===== src/hdl/mask_to_csr_index_compactor_defines.svh =====
// Assertion macros for the mask to CSR index compactor.
// Expects clk_i and rst_ni in the scope of every use.
`ifndef MASK_TO_CSR_INDEX_COMPACTOR_DEFINES_SVH
`define MASK_TO_CSR_INDEX_COMPACTOR_DEFINES_SVH

// clocked check, held off while in reset
`define MCIC_ASSERT_MSG(lbl, prop, msg) \
  lbl: assert property (@(posedge clk_i) disable iff (!rst_ni) prop) else $error(msg);

// same with a fixed message
`define MCIC_ASSERT(lbl, prop) \
  `MCIC_ASSERT_MSG(lbl, prop, "mcic check failed")

`endif


===== src/hdl/mcic_pkg.sv =====
// Shared types and constants for the mask to CSR index compactor.
// No dependencies.
package mcic_pkg;

  localparam int unsigned NUM_SLOTS = 8;
  localparam int unsigned COL_W     = 16;
  localparam int unsigned POS_W     = 17;
  localparam int unsigned TOTAL_W   = 32;
  localparam int unsigned COUNT_W   = 4;
  localparam int unsigned QDEPTH    = 2;
  localparam logic [POS_W-1:0] ROW_LENGTH_RST = POS_W'(64);

  typedef logic [COL_W-1:0] col_t;

  // one classified group on its way from front to back
  typedef struct packed {
    logic [NUM_SLOTS-1:0] keep;
    col_t                 base;
    logic [COUNT_W-1:0]   kept;
    logic                 done;
    logic [TOTAL_W-1:0]   offset;
  } mcic_entry_t;

endpackage


===== src/hdl/mcic_if.sv =====
// Valid/ready channel interfaces for mask groups and packed results.
// Depends on nothing.
interface mcic_in_if;
  logic        valid;
  logic        ready;
  logic [63:0] mask_group;
  logic        start_matrix;

  modport source (output valid, mask_group, start_matrix, input ready);
  modport sink (input valid, mask_group, start_matrix, output ready);
endinterface

interface mcic_out_if;
  logic        valid;
  logic        ready;
  logic [3:0]  kept_count;
  logic [15:0] col_a;
  logic [15:0] col_b;
  logic [15:0] col_c;
  logic [15:0] col_d;
  logic [15:0] col_e;
  logic [15:0] col_f;
  logic [15:0] col_g;
  logic [15:0] col_h;
  logic        row_done;
  logic [31:0] row_offset;

  modport source (output valid, kept_count, col_a, col_b, col_c, col_d, col_e, col_f,
                  col_g, col_h, row_done, row_offset, input ready);
  modport sink (input valid, kept_count, col_a, col_b, col_c, col_d, col_e, col_f,
                col_g, col_h, row_done, row_offset, output ready);
endinterface


===== src/hdl/mcic_queue.sv =====
// Two-entry queue between the classifying front and the compacting back.
// Depends on mcic_pkg and the assertion macros.
`include "mask_to_csr_index_compactor_defines.svh"

module mcic_queue import mcic_pkg::*; (
  input  logic        clk_i,
  input  logic        rst_ni,
  input  logic        push_i,
  input  mcic_entry_t push_data_i,
  output logic        full_o,
  input  logic        pop_i,
  output logic        empty_o,
  output mcic_entry_t pop_data_o
);

  localparam int unsigned PtrW = $clog2(QDEPTH);

  mcic_entry_t            mem_q [QDEPTH];
  logic [PtrW-1:0]        wr_ptr_q, wr_ptr_d;
  logic [PtrW-1:0]        rd_ptr_q, rd_ptr_d;
  logic [$clog2(QDEPTH+1)-1:0] count_q, count_d;

  assign full_o     = (count_q == QDEPTH[$clog2(QDEPTH+1)-1:0]);
  assign empty_o    = (count_q == '0);
  assign pop_data_o = mem_q[rd_ptr_q];

  always_comb begin
    wr_ptr_d = wr_ptr_q;
    rd_ptr_d = rd_ptr_q;
    count_d  = count_q;
    if (push_i) begin
      wr_ptr_d = (wr_ptr_q == PtrW'(QDEPTH - 1)) ? '0 : wr_ptr_q + 1'b1;
    end
    if (pop_i) begin
      rd_ptr_d = (rd_ptr_q == PtrW'(QDEPTH - 1)) ? '0 : rd_ptr_q + 1'b1;
    end
    if (push_i && !pop_i) begin
      count_d = count_q + 1'b1;
    end else if (pop_i && !push_i) begin
      count_d = count_q - 1'b1;
    end
  end

  always_ff @(posedge clk_i or negedge rst_ni) begin
    if (!rst_ni) begin
      wr_ptr_q <= '0;
      rd_ptr_q <= '0;
      count_q  <= '0;
    end else begin
      wr_ptr_q <= wr_ptr_d;
      rd_ptr_q <= rd_ptr_d;
      count_q  <= count_d;
    end
  end

  always_ff @(posedge clk_i) begin
    if (push_i) begin
      mem_q[wr_ptr_q] <= push_data_i;
    end
  end

  `MCIC_ASSERT_MSG(a_no_push_full, push_i |-> !full_o || pop_i, "push into full queue")
  `MCIC_ASSERT_MSG(a_no_pop_empty, pop_i |-> !empty_o, "pop from empty queue")

endmodule


===== src/hdl/mcic_front.sv =====
// Front end: accepts mask groups, tracks column position and kept total,
// and classifies each group into a keep mask. Depends on mcic_pkg.
module mcic_front import mcic_pkg::*; #(
  parameter int unsigned LANES       = 8,
  parameter int unsigned MAX_COLUMNS = 65536
) (
  input  logic               clk_i,
  input  logic               rst_ni,
  input  logic [POS_W-1:0]   row_length_i,
  mcic_in_if.sink            in_i,
  input  logic               q_full_i,
  output logic               push_o,
  output mcic_entry_t        push_data_o
);

  localparam logic [POS_W-1:0] MaxCols  = POS_W'(MAX_COLUMNS);
  localparam logic [POS_W-1:0] LanesPos = POS_W'(LANES);

  logic [POS_W-1:0]     pos_q, pos_d, pos;
  logic [TOTAL_W-1:0]   total_q, total_d, total_base;
  logic [POS_W-1:0]     len, rem;
  logic [COUNT_W-1:0]   n_valid, kept;
  logic                 done;
  logic [NUM_SLOTS-1:0] keep;
  logic [TOTAL_W:0]     sum;

  assign in_i.ready = !q_full_i;
  assign push_o     = in_i.valid && in_i.ready;

  always_comb begin
    if (row_length_i == '0) begin
      len = POS_W'(1);
    end else if (row_length_i > MaxCols) begin
      len = MaxCols;
    end else begin
      len = row_length_i;
    end

    pos        = in_i.start_matrix ? '0 : pos_q;
    total_base = in_i.start_matrix ? '0 : total_q;
    rem        = len - pos;

    if (pos >= len) begin
      n_valid = '0;
      done    = 1'b1;
    end else if (rem <= LanesPos) begin
      n_valid = COUNT_W'(rem);
      done    = 1'b1;
    end else begin
      n_valid = COUNT_W'(LANES);
      done    = 1'b0;
    end

    kept = '0;
    for (int i = 0; i < NUM_SLOTS; i++) begin
      keep[i] = (COUNT_W'(i) < n_valid) && (in_i.mask_group[8*i +: 8] != 8'h00);
      kept    = kept + COUNT_W'(keep[i]);
    end

    sum     = {1'b0, total_base} + (TOTAL_W+1)'(kept);
    total_d = sum[TOTAL_W] ? '1 : sum[TOTAL_W-1:0];
    pos_d   = done ? '0 : pos + LanesPos;

    push_data_o.keep   = keep;
    push_data_o.base   = pos[COL_W-1:0];
    push_data_o.kept   = kept;
    push_data_o.done   = done;
    push_data_o.offset = done ? total_d : '0;
  end

  always_ff @(posedge clk_i or negedge rst_ni) begin
    if (!rst_ni) begin
      pos_q   <= '0;
      total_q <= '0;
    end else if (push_o) begin
      pos_q   <= pos_d;
      total_q <= total_d;
    end
  end

endmodule


===== src/hdl/mcic_back.sv =====
// Back end: packs the kept column indices of a classified group and holds
// the result in the output register. Depends on mcic_pkg and the macros.
`include "mask_to_csr_index_compactor_defines.svh"

module mcic_back import mcic_pkg::*; #(
  parameter int unsigned LANES = 8
) (
  input  logic        clk_i,
  input  logic        rst_ni,
  input  logic        q_empty_i,
  input  mcic_entry_t q_data_i,
  output logic        pop_o,
  mcic_out_if.source  out_o
);

  logic                 valid_q;
  col_t                 cols_d [NUM_SLOTS];
  col_t                 cols_q [NUM_SLOTS];
  logic [COUNT_W-1:0]   kept_q;
  logic                 done_q;
  logic [TOTAL_W-1:0]   offset_q;
  logic [COUNT_W-1:0]   slot;

  assign pop_o = !q_empty_i && (!valid_q || out_o.ready);

  always_comb begin
    slot = '0;
    for (int k = 0; k < NUM_SLOTS; k++) begin
      cols_d[k] = '0;
    end
    for (int i = 0; i < NUM_SLOTS; i++) begin
      if (q_data_i.keep[i]) begin
        cols_d[slot[2:0]] = q_data_i.base + COL_W'(i);
        slot              = slot + 1'b1;
      end
    end
  end

  always_ff @(posedge clk_i or negedge rst_ni) begin
    if (!rst_ni) begin
      valid_q <= 1'b0;
    end else if (pop_o) begin
      valid_q <= 1'b1;
    end else if (out_o.ready) begin
      valid_q <= 1'b0;
    end
  end

  always_ff @(posedge clk_i) begin
    if (pop_o) begin
      cols_q   <= cols_d;
      kept_q   <= q_data_i.kept;
      done_q   <= q_data_i.done;
      offset_q <= q_data_i.offset;
    end
  end

  assign out_o.valid      = valid_q;
  assign out_o.kept_count = kept_q;
  assign out_o.col_a      = cols_q[0];
  assign out_o.col_b      = cols_q[1];
  assign out_o.col_c      = cols_q[2];
  assign out_o.col_d      = cols_q[3];
  assign out_o.col_e      = cols_q[4];
  assign out_o.col_f      = cols_q[5];
  assign out_o.col_g      = cols_q[6];
  assign out_o.col_h      = cols_q[7];
  assign out_o.row_done   = done_q;
  assign out_o.row_offset = offset_q;

  `MCIC_ASSERT_MSG(a_kept_bound, pop_o |-> q_data_i.kept <= COUNT_W'(LANES), "kept over lanes")
  `MCIC_ASSERT_MSG(a_kept_match, pop_o |-> slot == q_data_i.kept, "packed count mismatch")
  `MCIC_ASSERT(a_offset_only_done, valid_q && !done_q |-> offset_q == '0)

endmodule


===== src/hdl/mask_to_csr_index_compactor.sv =====
// Top level of the mask to CSR index compactor.
// Depends on mcic_pkg, mcic_if, mcic_front, mcic_queue and mcic_back.
//
// Usage:
//   in_i carries one group of eight mask bytes of a row-major byte mask,
//   byte 0 being the lowest column, plus start_matrix to restart position
//   and running total. out_o returns one transaction per input transaction:
//   the packed column indices of the non-zero bytes, their count, and on
//   the last group of a row the row end flag and the saturating row offset.
//   row_length_i is written when row_length_we_i is high; the user must write
//   it only while idle, as the block itself does not enforce this.
// Path: an accepted group passes through the queue and then the output register.
// Throughput: one group per cycle while out_o.ready is high; the classify step
//   in the front and the pack step in the back are combinational.
// Stall: the two-entry queue and the output register absorb a stalled
//   receiver; in_i.ready drops once the queue is full, nothing is lost.
// Reset: position and total clear, row length returns to 64, queue empties.
module mask_to_csr_index_compactor import mcic_pkg::*; #(
  parameter int unsigned LANES       = 8,
  parameter int unsigned MAX_COLUMNS = 65536
) (
  input  logic             clk_i,
  input  logic             rst_ni,
  input  logic             row_length_we_i,
  input  logic [POS_W-1:0] row_length_i,
  mcic_in_if.sink          in_i,
  mcic_out_if.source       out_o
);

  logic [POS_W-1:0] row_length_q;
  logic             push, pop, q_full, q_empty;
  mcic_entry_t      push_data, pop_data;

  always_ff @(posedge clk_i or negedge rst_ni) begin
    if (!rst_ni) begin
      row_length_q <= ROW_LENGTH_RST;
    end else if (row_length_we_i) begin
      row_length_q <= row_length_i;
    end
  end

  mcic_front #(
    .LANES       (LANES),
    .MAX_COLUMNS (MAX_COLUMNS)
  ) u_front (
    .clk_i        (clk_i),
    .rst_ni       (rst_ni),
    .row_length_i (row_length_q),
    .in_i         (in_i),
    .q_full_i     (q_full),
    .push_o       (push),
    .push_data_o  (push_data)
  );

  mcic_queue u_queue (
    .clk_i       (clk_i),
    .rst_ni      (rst_ni),
    .push_i      (push),
    .push_data_i (push_data),
    .full_o      (q_full),
    .pop_i       (pop),
    .empty_o     (q_empty),
    .pop_data_o  (pop_data)
  );

  mcic_back #(
    .LANES (LANES)
  ) u_back (
    .clk_i     (clk_i),
    .rst_ni    (rst_ni),
    .q_empty_i (q_empty),
    .q_data_i  (pop_data),
    .pop_o     (pop),
    .out_o     (out_o)
  );

endmodule

===== src/flat_wrapper.sv =====
// flat-port wrapper written by rule: the top's interface ports become plain ports
module mask_to_csr_index_compactor_flat import mcic_pkg::*;
#(
  parameter int unsigned LANES       = 8,
  parameter int unsigned MAX_COLUMNS = 65536
)
  (clk_i, rst_ni, row_length_we_i, row_length_i, in_i_valid, in_i_mask_group, in_i_start_matrix, in_i_ready, out_o_valid, out_o_kept_count, out_o_col_a, out_o_col_b, out_o_col_c, out_o_col_d, out_o_col_e, out_o_col_f, out_o_col_g, out_o_col_h, out_o_row_done, out_o_row_offset, out_o_ready);
  mcic_in_if in_i_i ();
  mcic_out_if out_o_i ();
  input  logic clk_i;
  input  logic rst_ni;
  input  logic row_length_we_i;
  input  logic [POS_W-1:0] row_length_i;
  input wire logic [$bits(in_i_i.valid)-1:0] in_i_valid;
  input wire logic [$bits(in_i_i.mask_group)-1:0] in_i_mask_group;
  input wire logic [$bits(in_i_i.start_matrix)-1:0] in_i_start_matrix;
  output wire logic [$bits(in_i_i.ready)-1:0] in_i_ready;
  output wire logic [$bits(out_o_i.valid)-1:0] out_o_valid;
  output wire logic [$bits(out_o_i.kept_count)-1:0] out_o_kept_count;
  output wire logic [$bits(out_o_i.col_a)-1:0] out_o_col_a;
  output wire logic [$bits(out_o_i.col_b)-1:0] out_o_col_b;
  output wire logic [$bits(out_o_i.col_c)-1:0] out_o_col_c;
  output wire logic [$bits(out_o_i.col_d)-1:0] out_o_col_d;
  output wire logic [$bits(out_o_i.col_e)-1:0] out_o_col_e;
  output wire logic [$bits(out_o_i.col_f)-1:0] out_o_col_f;
  output wire logic [$bits(out_o_i.col_g)-1:0] out_o_col_g;
  output wire logic [$bits(out_o_i.col_h)-1:0] out_o_col_h;
  output wire logic [$bits(out_o_i.row_done)-1:0] out_o_row_done;
  output wire logic [$bits(out_o_i.row_offset)-1:0] out_o_row_offset;
  input wire logic [$bits(out_o_i.ready)-1:0] out_o_ready;
  assign in_i_i.valid = in_i_valid;
  assign in_i_i.mask_group = in_i_mask_group;
  assign in_i_i.start_matrix = in_i_start_matrix;
  assign in_i_ready = in_i_i.ready;
  assign out_o_valid = out_o_i.valid;
  assign out_o_kept_count = out_o_i.kept_count;
  assign out_o_col_a = out_o_i.col_a;
  assign out_o_col_b = out_o_i.col_b;
  assign out_o_col_c = out_o_i.col_c;
  assign out_o_col_d = out_o_i.col_d;
  assign out_o_col_e = out_o_i.col_e;
  assign out_o_col_f = out_o_i.col_f;
  assign out_o_col_g = out_o_i.col_g;
  assign out_o_col_h = out_o_i.col_h;
  assign out_o_row_done = out_o_i.row_done;
  assign out_o_row_offset = out_o_i.row_offset;
  assign out_o_i.ready = out_o_ready;
  mask_to_csr_index_compactor #(.LANES(LANES), .MAX_COLUMNS(MAX_COLUMNS)) u_core (.clk_i(clk_i), .rst_ni(rst_ni), .row_length_we_i(row_length_we_i), .row_length_i(row_length_i), .in_i(in_i_i), .out_o(out_o_i));
endmodule

===== config.mk =====
export PLATFORM = sky130hd
export DESIGN_NAME = mask_to_csr_index_compactor_flat
export DESIGN_NICKNAME = d
export VERILOG_FILES = /design/src/hdl/mcic_pkg.sv /design/src/hdl/mcic_if.sv /design/src/hdl/mcic_queue.sv /design/src/hdl/mcic_front.sv /design/src/hdl/mcic_back.sv /design/src/hdl/mask_to_csr_index_compactor.sv /design/src/flat_wrapper.sv
export VERILOG_INCLUDE_DIRS = /design/src /design/src/hdl
export SDC_FILE = /design/constraint.sdc
export NUM_CORES = 1
export LEC_CHECK = 0
export ABC_AREA = 1
export BUFFER_PORTS_ARGS = -buffer_cell sky130_fd_sc_hd__buf_4
export CAP_MARGIN = 20
export CORE_MARGIN = 4
export CORE_UTILIZATION = 50
export CTS_BUF_LIST = sky130_fd_sc_hd__clkbuf_16
export CTS_CLUSTER_DIAMETER = 60
export DETAILED_ROUTE_END_ITERATION = 7
export PLACE_DENSITY = 0.69
export RECOVER_POWER = 25
export REMOVE_ABC_BUFFERS = 1
export SLEW_MARGIN = 20
export SYNTH_ARGS = -nofsm -noshare
export SYNTH_HDL_FRONTEND = slang
export SYNTH_SLANG_ARGS = --single-unit
export TNS_END_PERCENT = 30

===== constraint.sdc =====
create_clock -name clk_i -period 16.5 [get_ports clk_i]
set_clock_uncertainty 0.05 [all_clocks]
set_input_delay 1.65 -clock clk_i [delete_from_list [all_inputs] [get_ports clk_i]]
set_output_delay 1.65 -clock clk_i [all_outputs]
set_load 0.05 [all_outputs]

Word-level counts from Yosys, hierarchy flattened
Memories as Yosys holds them, arrays and structs flattened. Cells that the tools add are included.

Memory bits (writable): 122. Input port bits: 87. Logic and storage cells: 171. Memories: 1. Output and inout port bits: 167. Register bits after elaboration: 236.

$lt $le $gt $ge: 25. Muxes and demuxes: 55. Reduce and logical (&&, ||, !) cells: 37. Add/subtract/negate cells: 27. Equal/unequal tests: 1. Bitwise logic cells: 7.

Memories: u_core.u_queue.mem_q (depth 2, bits a word 61, rd ports 1, clocked after memory_dff 0, wr ports 1, line mcic_queue.sv:18) `mcic_entry_t mem_q [QDEPTH];`.

Operator list (number): bitwise mux 128 bit (7); 2-to-1 mux 128 bit (7); demux 16 bit (select 3 bit) (7); 2-to-1 mux 16 bit (8); 2-to-1 mux 32 bit (3); 2-to-1 mux 17 bit (4); adder 16 x 3 -> 16 bit, second input constant (4); nonzero test 8 bit (8); adder 32 x 4 -> 33 bit (1); adder 16 x 2 -> 16 bit, second input constant (2); >= comparator 4 bit, second input constant (7); < comparator 4 x 1 -> 1 bit, second input constant (7); inverter 3 -> 4 bit (7); logical AND 1 bit (19); 2-to-1 mux 3 bit (6); adder 17 x 4 -> 17 bit, second input constant (1); >= comparator 17 bit (1); greater-than comparator 17 bit, second input constant (1); less-or-equal comparator 17 x 4 -> 1 bit, second input constant (1); logical NOT 17 bit (1); subtractor 17 bit (1); adder 16 x 1 -> 16 bit, second input constant (1); adder 4 x 1 -> 4 bit (4); < comparator 3 x 4 -> 1 bit, first input constant (4); other kinds (18) (40).

Depth between registers and ports, before layout
Gate-level depths: netlist of the first run. An unclocked memory read counts as a cell.

Depth after elaboration: 21. Mapped depth: 43. Depth with buffers taken out: 42.

Hierarchy
A second synthesis of the first run with hierarchy kept.

Cells, all modules: 3562. Area, all modules: 26036.2 um^2.

Modules (own cells, without submodules): mcic_back (times used 1, sequential area each 4979.8 um^2, cells each 2365, area an instance 14823.0 um^2); mcic_front (times used 1, sequential area each 1226.2 um^2, cells each 910, area an instance 5621.6 um^2); mcic_queue (times used 1, sequential area each 3763.6 um^2, cells each 215, area an instance 4909.7 um^2); mask_to_csr_index_compactor (times used 1, sequential area each 426.7 um^2, cells each 72, area an instance 681.9 um^2).

Least setup slack after synthesis of the first run
No wires, ideal clock.

Kind: input to register. From: in out_o_ready. To: reg u_core.u_queue.count_q[1]. Data required time: 16319 ps. Setup slack: 5184 ps. Buffers on the path: 0. Setup time: 131 ps. Data arrival time: 11135 ps. Stages on the path: 7. Cells stage by stage: nor2_1 > a21oi_1 > inv_1 > ha_1 > a21oi_1 > o21ai_0 > xor2_1.

Longest elaborated chain between the ends: 5. Elaborated cells between the ends (all ways): 7. Classes of those cells: 1 x mux; 6 x reduce/logical.

RTL lines: start, declared (line flat_wrapper.sv:30) `input wire logic [$bits(out_o_i.ready)-1:0] out_o_ready;`; logical OR 1 bit * (line mcic_back.sv:24) `assign pop_o = !q_empty_i && (!valid_q || out_o.ready);`; logical AND 1 bit * (line mcic_back.sv:24); via u_core.pop (line mask_to_csr_index_compactor.sv:31) `logic push, pop, q_full, q_empty;`; logical NOT 1 bit (line mcic_queue.sv:37) `if (push_i && !pop_i) begin`; logical AND 1 bit (line mcic_queue.sv:37); 2-to-1 mux 2 bit / nonzero test 2 bit (equally long branches); end signal, assigned (line mcic_queue.sv:52) `count_q <= count_d;`; end, declared (line mcic_queue.sv:21) `logic [$clog2(QDEPTH+1)-1:0] count_q, count_d;`.

Mark *: on every way through the listed nets, which the timed path passes. The rest lies on a longest branch. A chain may end at the register's enable or synchronous reset.

==> results of run 1 <==
-- logic make-up (layout without fill, tap and decap cells) --
family          count (synthesis)  in the layout
compound gates                428            428
xor+xnor                       91             91
fa+ha+maj                      51             51
buf+inv                       546            775
flops                         358            358
mux                             2              2
other cells                     0              1
simple gates                 1977           1977
-- per-layer routing --
metal | share of wire, % | GRT usage (%) | vias up
met2 | 46 | 52.9 | 1262
met5 | 0 | 0 | -
li1 | - | - | 11700
met1 | 40 | 42.8 | 11300
met4 | 5.4 | 15.2 | 0
met3 | 8.9 | 6.06 | 301
-- per-stage QoR --
stage                     hold WS [ns]  cell area [um2]  util, %
after floorplan                  0.396            24500        -
after global placement           0.410            27500     55.8
after detailed placement         0.423            27500     55.8
after CTS                        0.439            28700     58.3
after global routing             0.455            28700     58.2
final                            0.438            28700     58.2
-- sequential cells by signal, indices dropped and copies added, names as in the netlist --
register / flops
u_core.u_queue.count_q: 2
u_core.row_length_q: 17
u_core.u_queue.rd_ptr_q: 1
u_core.u_back.out_o.kept_count: 4
u_core.u_back.out_o.col_e: 16
u_core.u_front.pos_q: 17
u_core.u_back.out_o.col_h: 16
u_core.u_back.out_o.col_a: 16
u_core.u_queue.wr_ptr_q: 1
u_core.u_back.out_o.col_g: 16
u_core.u_back.out_o.row_offset: 32
u_core.u_back.out_o.col_d: 16
u_core.u_back.out_o.col_b: 16
u_core.u_back.out_o.col_c: 16
u_core.u_back.out_o.row_done: 1
u_core.u_back.out_o.col_f: 16
u_core.u_back.out_o.valid: 1
u_core.u_queue.mem_q: 122
u_core.u_front.total_q: 32
-- path summary, 6_finish.rpt --
path,end,depth (start not counted)
worst min-delay path,u_core.u_queue.count_q[0],1
worst min register to register,u_core.u_queue.count_q[0],1
min in group asynchronous,u_core.row_length_q[15],1
worst max register to register,u_core.u_queue.mem_q[1][7],37
max in group asynchronous,u_core.u_front.pos_q[3],1
worst max-delay path,u_core.u_queue.mem_q[1][7],35
-- Yosys cell counts (31+ instances only) --
cell and number:
a21oi_1 76, buf_2 59, clkbuf_1 50, dfrtp_1 70, edfxtp_1 287, ha_1 44, inv_1 372, inv_2 33
nand2_1 1195, nand2_2 31, nand3_1 326, nand4_1 37, nor2_1 271, o211ai_1 63, o21ai_0 167, o21ai_1 50
o22ai_1 37, xor2_1 69
-- worst max-delay path, delay by kind of cell --
family | cells | cell delay, ns
AOI/OAI and AO/OA | 1 | 0.19
adders and majority gates | 7 | 2.94
buffers and inverters | 9 | 2.98
and+or+nand+nor | 18 | 3.19
-- area by class of cell --
type                    count  share of cell area [%]
diodes                      1                 0.00873
clock buffers              38                    3.32
clock inverters            32                    1.03
inverters                 419                    5.49
multi-input cells        2549                    43.6
flip-flops and latches    358                    36.3
well taps                 664                    2.90
repair buffers            286                    7.41
==> impl_metrics.yaml, run 1 <==
final_layout:
  nFillCells: 4695
  area_delta_synth_final_pct: 14.4
  regArea_um2: 10400
  most-common-layout-cells: "nand2_1, inv_1, nand3_1"
  drive_above_1_share_pct: 13.2
  fin_nets: 3790
  instances_no_fill: 4347
  multiInputGateArea_um2: 12500
  mostFrequentLayoutCell: "nand2_1"
clocking:
  clock_sinks: 358
  cts_resized: 0
  cts_root_buf: "clkbuf_16"
  htree_levels: 2
  clk-insertion-delay-late_ns: 0.60
  cts_buffers: 38
  post_cts_buffers: 0
  cts.clk_slew.worst_paths_ns: 0.06
  ctsHoldBuffers: 0
  clockBufferDepth: 3
  cts_tree: "yes"
sta:
  fin_tns_setup_ns: 0
  tightest_slew_ns: 4.03
  post-route-min-period_ns: 10.73
  slew_headroom_pct: -169
  finalWorstSetupSlack_ns: 5.77
  rsz0062_at_grt: "no"
  post-route-period-util_pct: 65.0
  hold_viol_final: 0
  setup_violations: 0
  drv_slew: 308
  max_clock_freq_mhz: 93.2
routing:
  avgViaCountPerCell: 5.63
  drcViolationCount: 0
  vias: 24500
  drt_iter0_drc: 2626
  totalWireLength_um: 90000
  drt_first_pass_iters: 8
  avgRoutedWirePerCell_um: 20.7
  ant_nets: 0
min_path:
  hold_class: "register to register"
  worstHoldStart: "u_core.u_queue.count_q[0]"
placement:
  hpwl_um: 66100
  portBuffers: 253
  dp_slack_ns: 6.79
  gp_congestion: 1.04
  numPlacedInstances: 4276
setup_path:
  critPathArrivalTime_ns: 11.00
  cpPeakStageDelay_ns: 1.59
  path_common_cell: "inv_1"
  cp_max_fo: 47
  startpoint: "in_i_start_matrix"
  regToRegStartpoint: "u_core.row_length_q[4]"
  worstPathRequired_ns: 16.77
  crit_slowest_cell: "clkbuf_1"
  cp-start-kind: "primary input"
  crit_path_end_kind: "register"
  r2r_slack_ns: 7.78
  critPathKind: "primary input to register"
grt:
  grt_usage_pct: 32.7
  grt_pass1_vias: 22900
  antenna_found_initial: 0
  grt.overflow.total: 0
  grt_pass1_wl_um: 137000
  grt_start_max_net_pins: 75
floorplanning:
  core_area_um2: 49300
  rows: 81
  die_area_um2: 53800
  start_util_pct: 50.9
  ios: 254
  dieWidth_um: 232
  die_h_um: 232
logic_synthesis:
  ys_ff_latch: 358
  synthFlopType: "edfxtp_1"
  yosys.area.top_type: "edfxtp_1"
  synth_edf_count: 287
  synth_top_area_share_pct: 34.4
  synthDistinctLibCells: 58
  synth_top_family_by_area: "simple AND/OR/NAND/NOR gates"
  avgSynthCellArea_um2: 7.26
  synth_area_um2: 25100
  synth-simple-area-share_pct: 33.6
  synthCells: 3453
  synth.area.top_cells: "edfxtp_1, nand2_1, dfrtp_1, nand3_1, inv_1"
  synth_compound_area_share_pct: 9.84
  synth_warnings: 0
  synthXorXnorAreaFrac_pct: 3.51
  async_reset_ff_share_pct: 19.8
  synth_mux_area_share_pct: 0.0849
  synth-adder-area-share_pct: 2.76
  yosysSeqAreaShare_pct: 41.5
run:
  drv_cap: 6
status:
  status: "finished, violations left"
  violations: "capacitance limit, slew limit"
Power of run 1 is not shown: default switching activity piles up to over one toggle a cycle in this logic, so the estimate is an artifact.
==> run 2, diff against run 1 <==
--- a/config.mk
+++ b/config.mk
@@ -6,7 +6,7 @@
 export SDC_FILE = /design/constraint.sdc
 export NUM_CORES = 1
 export LEC_CHECK = 0
-export ABC_AREA = 1
+export ABC_AREA = 0
 export BUFFER_PORTS_ARGS = -buffer_cell sky130_fd_sc_hd__buf_4
 export CAP_MARGIN = 20
 export CORE_MARGIN = 4
@@ -14,7 +14,7 @@
 export CTS_BUF_LIST = sky130_fd_sc_hd__clkbuf_16
 export CTS_CLUSTER_DIAMETER = 60
 export DETAILED_ROUTE_END_ITERATION = 7
-export PLACE_DENSITY = 0.69
+export PLACE_DENSITY = 0.72
 export RECOVER_POWER = 25
 export REMOVE_ABC_BUFFERS = 1
 export SLEW_MARGIN = 20
==> constraint.sdc (replaced) <==
create_clock -name clk_i -period 9.29 [get_ports clk_i]
set_clock_uncertainty 0.05 [all_clocks]
set_input_delay 0.929 -clock clk_i [delete_from_list [all_inputs] [get_ports clk_i]]
set_output_delay 0.929 -clock clk_i [all_outputs]
set_load 0.05 [all_outputs]
==> run 2 against run 1 <==
  * The run still ends with capacitance limit, slew limit left
  * Worst setup slack lost 5.4 ns
  * Register-to-register slack lost 7.4 ns
  * Flip-flop and latch count is the same
  * Critical path depth shrank 3
  * Synthesized area shrank 2.7%
  * Synthesized cell count shrank 25%
==> impl_metrics.yaml, run 2 <==
grt:
  grt_pass1_wl_um: 138000
  antenna_found_initial: 0
  grt_start_max_net_pins: 91
  grt_pass1_vias: 22300
  grt_usage_pct: 33.6
  grt.overflow.total: 0
routing:
  ant_nets: 0
  drt_first_pass_iters: 8
  avgViaCountPerCell: 6.81
  avgRoutedWirePerCell_um: 26.8
  vias: 23400
  drt_iter0_drc: 3385
  drcViolationCount: 0
  totalWireLength_um: 92100
logic_synthesis:
  synth_area_um2: 24400
  yosys.area.top_type: "edfxtp_1"
  avgSynthCellArea_um2: 9.36
  synth_most_common_cell: "edfxtp_1"
  yosysSeqAreaShare_pct: 42.6
  ys_ff_latch: 358
  async_reset_ff_share_pct: 19.8
  synth_common_cells: "edfxtp_1, nand2_1, nor2_1"
  synthFlopType: "edfxtp_1"
  synth_warnings: 0
  synthDistinctLibCells: 98
  synth_top_area_share_pct: 35.3
  synth.area.top_cells: "edfxtp_1, dfrtp_1, a21oi_1, o21ai_0, nand2_1"
  synthCells: 2605
  synth_edf_count: 287
final_layout:
  largest_register_ffs: 122
  regMostFlops: "u_core.u_queue.mem_q"
  most-common-layout-cells: "buf_4, edfxtp_1, nand2_1"
  drive_above_1_share_pct: 18.4
  mostFrequentLayoutCell: "buf_4"
  nFillCells: 4119
  utilization_pct: 58.9
  area_delta_synth_final_pct: 15.8
  antenna_cells: 0
  fin_nets: 2929
  instances_no_fill: 3437
sta:
  rsz0062_at_grt: "no"
  finalWorstSetupSlack_ns: 0.403
  hold_viol_final: 0
  post-route-period-util_pct: 95.7
  slew_headroom_pct: -188
  post-route-min-period_ns: 8.89
  max_clock_freq_mhz: 113
  drv_slew: 225
  setup_violations: 0
  tightest_slew_ns: 4.30
floorplanning:
  rows: 80
  die_h_um: 229
  start_util_pct: 50.9
  dieWidth_um: 229
  core_area_um2: 47900
  die_area_um2: 52400
  ios: 254
setup_path:
  crit_path_end_kind: "register"
  cpPeakStageDelay_ns: 0.64
  critPathKind: "primary input to register"
  cp-start-kind: "primary input"
  cp_max_fo: 13
  worstPathRequired_ns: 9.64
  path_common_cell: "fa_1"
  crit_slowest_cell: "clkbuf_1"
  critPathArrivalTime_ns: 9.24
clocking:
  htree_levels: 2
  cts_tree: "yes"
  clockBufferDepth: 3
  clk-insertion-delay-late_ns: 0.60
  cts_buffers: 40
  cts_root_buf: "clkbuf_16"
  clock_sinks: 358
  cts.clk_slew.worst_paths_ns: 0.06
placement:
  gp_congestion: 1.04
  dp_slack_ns: -0.164
  hpwl_um: 68100
  portBuffers: 253
  numPlacedInstances: 3363
min_path:
  hold_class: "register to register"
run:
  drv_cap: 3
status:
  status: "finished, violations left"
  violations: "capacitance limit, slew limit"
==> run 2: changes by cell type after synthesis, moves of 45 or more <==
cell	before	now
nor2_1	271	207
inv_1	372	55
clkbuf_1	50	128
a21oi_1	76	205
mux2i_1	1	46
nand3_1	326	111
nand2_1	1195	240
mux2_2	1	70
xnor2_1	11	82
==> run 2: path summary, 6_finish.rpt <==
check / start / to / slack, ns / cells past startpoint
worst min register to register: u_core.u_front.total_q[0] / u_core.u_front.total_q[0] / 0.44 / 2
worst max register to register: u_core.u_queue.rd_ptr_q / u_core.u_back.out_o.col_f[1] / 0.42 / 21
worst max-delay path: in_i_start_matrix / u_core.u_queue.mem_q[1][28] / 0.40 / 32
max in group asynchronous: rst_ni / u_core.u_front.pos_q[11] / 5.30 / 1
worst min-delay path: u_core.u_front.total_q[0] / u_core.u_front.total_q[0] / 0.44 / 2
min in group asynchronous: rst_ni / u_core.u_front.total_q[21] / 1.65 / 1
==> run 2: cell type report <==
| class | count | area [um2] | area share (%) |
|---|---|---|---|
| sequential | 358 | 10400 | 36.8 |
| timing repair buffer | 335 | 2480 | 8.77 |
| clock inverter | 32 | 259 | 0.917 |
| multi-input combinational | 1995 | 13100 | 46.3 |
| inverter | 61 | 230 | 0.815 |
| tap | 615 | 769 | 2.72 |
| clock buffer | 41 | 1030 | 3.63 |
==> run 2: what timing repair did <==
action	CTS	global route
hold buffers	0	0
buffers inserted	0	0
gates resized for setup	0	12
setup endpoints to repair	0	84
==> run 2: cells by family after synthesis <==
group | Yosys count | synth area share [%]
compound gates | 858 | 23.1
xor+xnor | 124 | 4.98
fa+ha+maj | 51 | 2.83
buf+inv | 252 | 4.34
flops | 358 | 42.6
mux | 121 | 5.41
simple gates | 841 | 16.7
==> run 2: metrics by stage <==
step	TNS, ns	hold WS (ns)	area (um2)
2_1_floorplan	0	0.391	23600
3_3_place_gp	0	0.415	26900
3_5_place_dp	-0.744	0.420	26900
4_1_cts	0	0.435	28200
5_1_grt	0	0.462	28200
6_report	0	0.443	28200
==> run 2: critical path, delay by kind of cell <==
family / cells / cell delay (ns)
adders and majority gates: 7 / 2.93
and+or+nand+nor: 10 / 1.97
AOI/OAI and AO/OA: 7 / 1.70
buffers and inverters: 8 / 1.67
==> run 2: routing by layer <==
layer	global-route usage, %	up-vias	part of all wire (%)
li1	-	10300	-
met1	41.9	11200	38
met2	55.5	1499	47
met3	6.17	368	9.3
met4	18.1	0	6.4
met5	0	-	0
Power of run 2 is left out for the same reason.
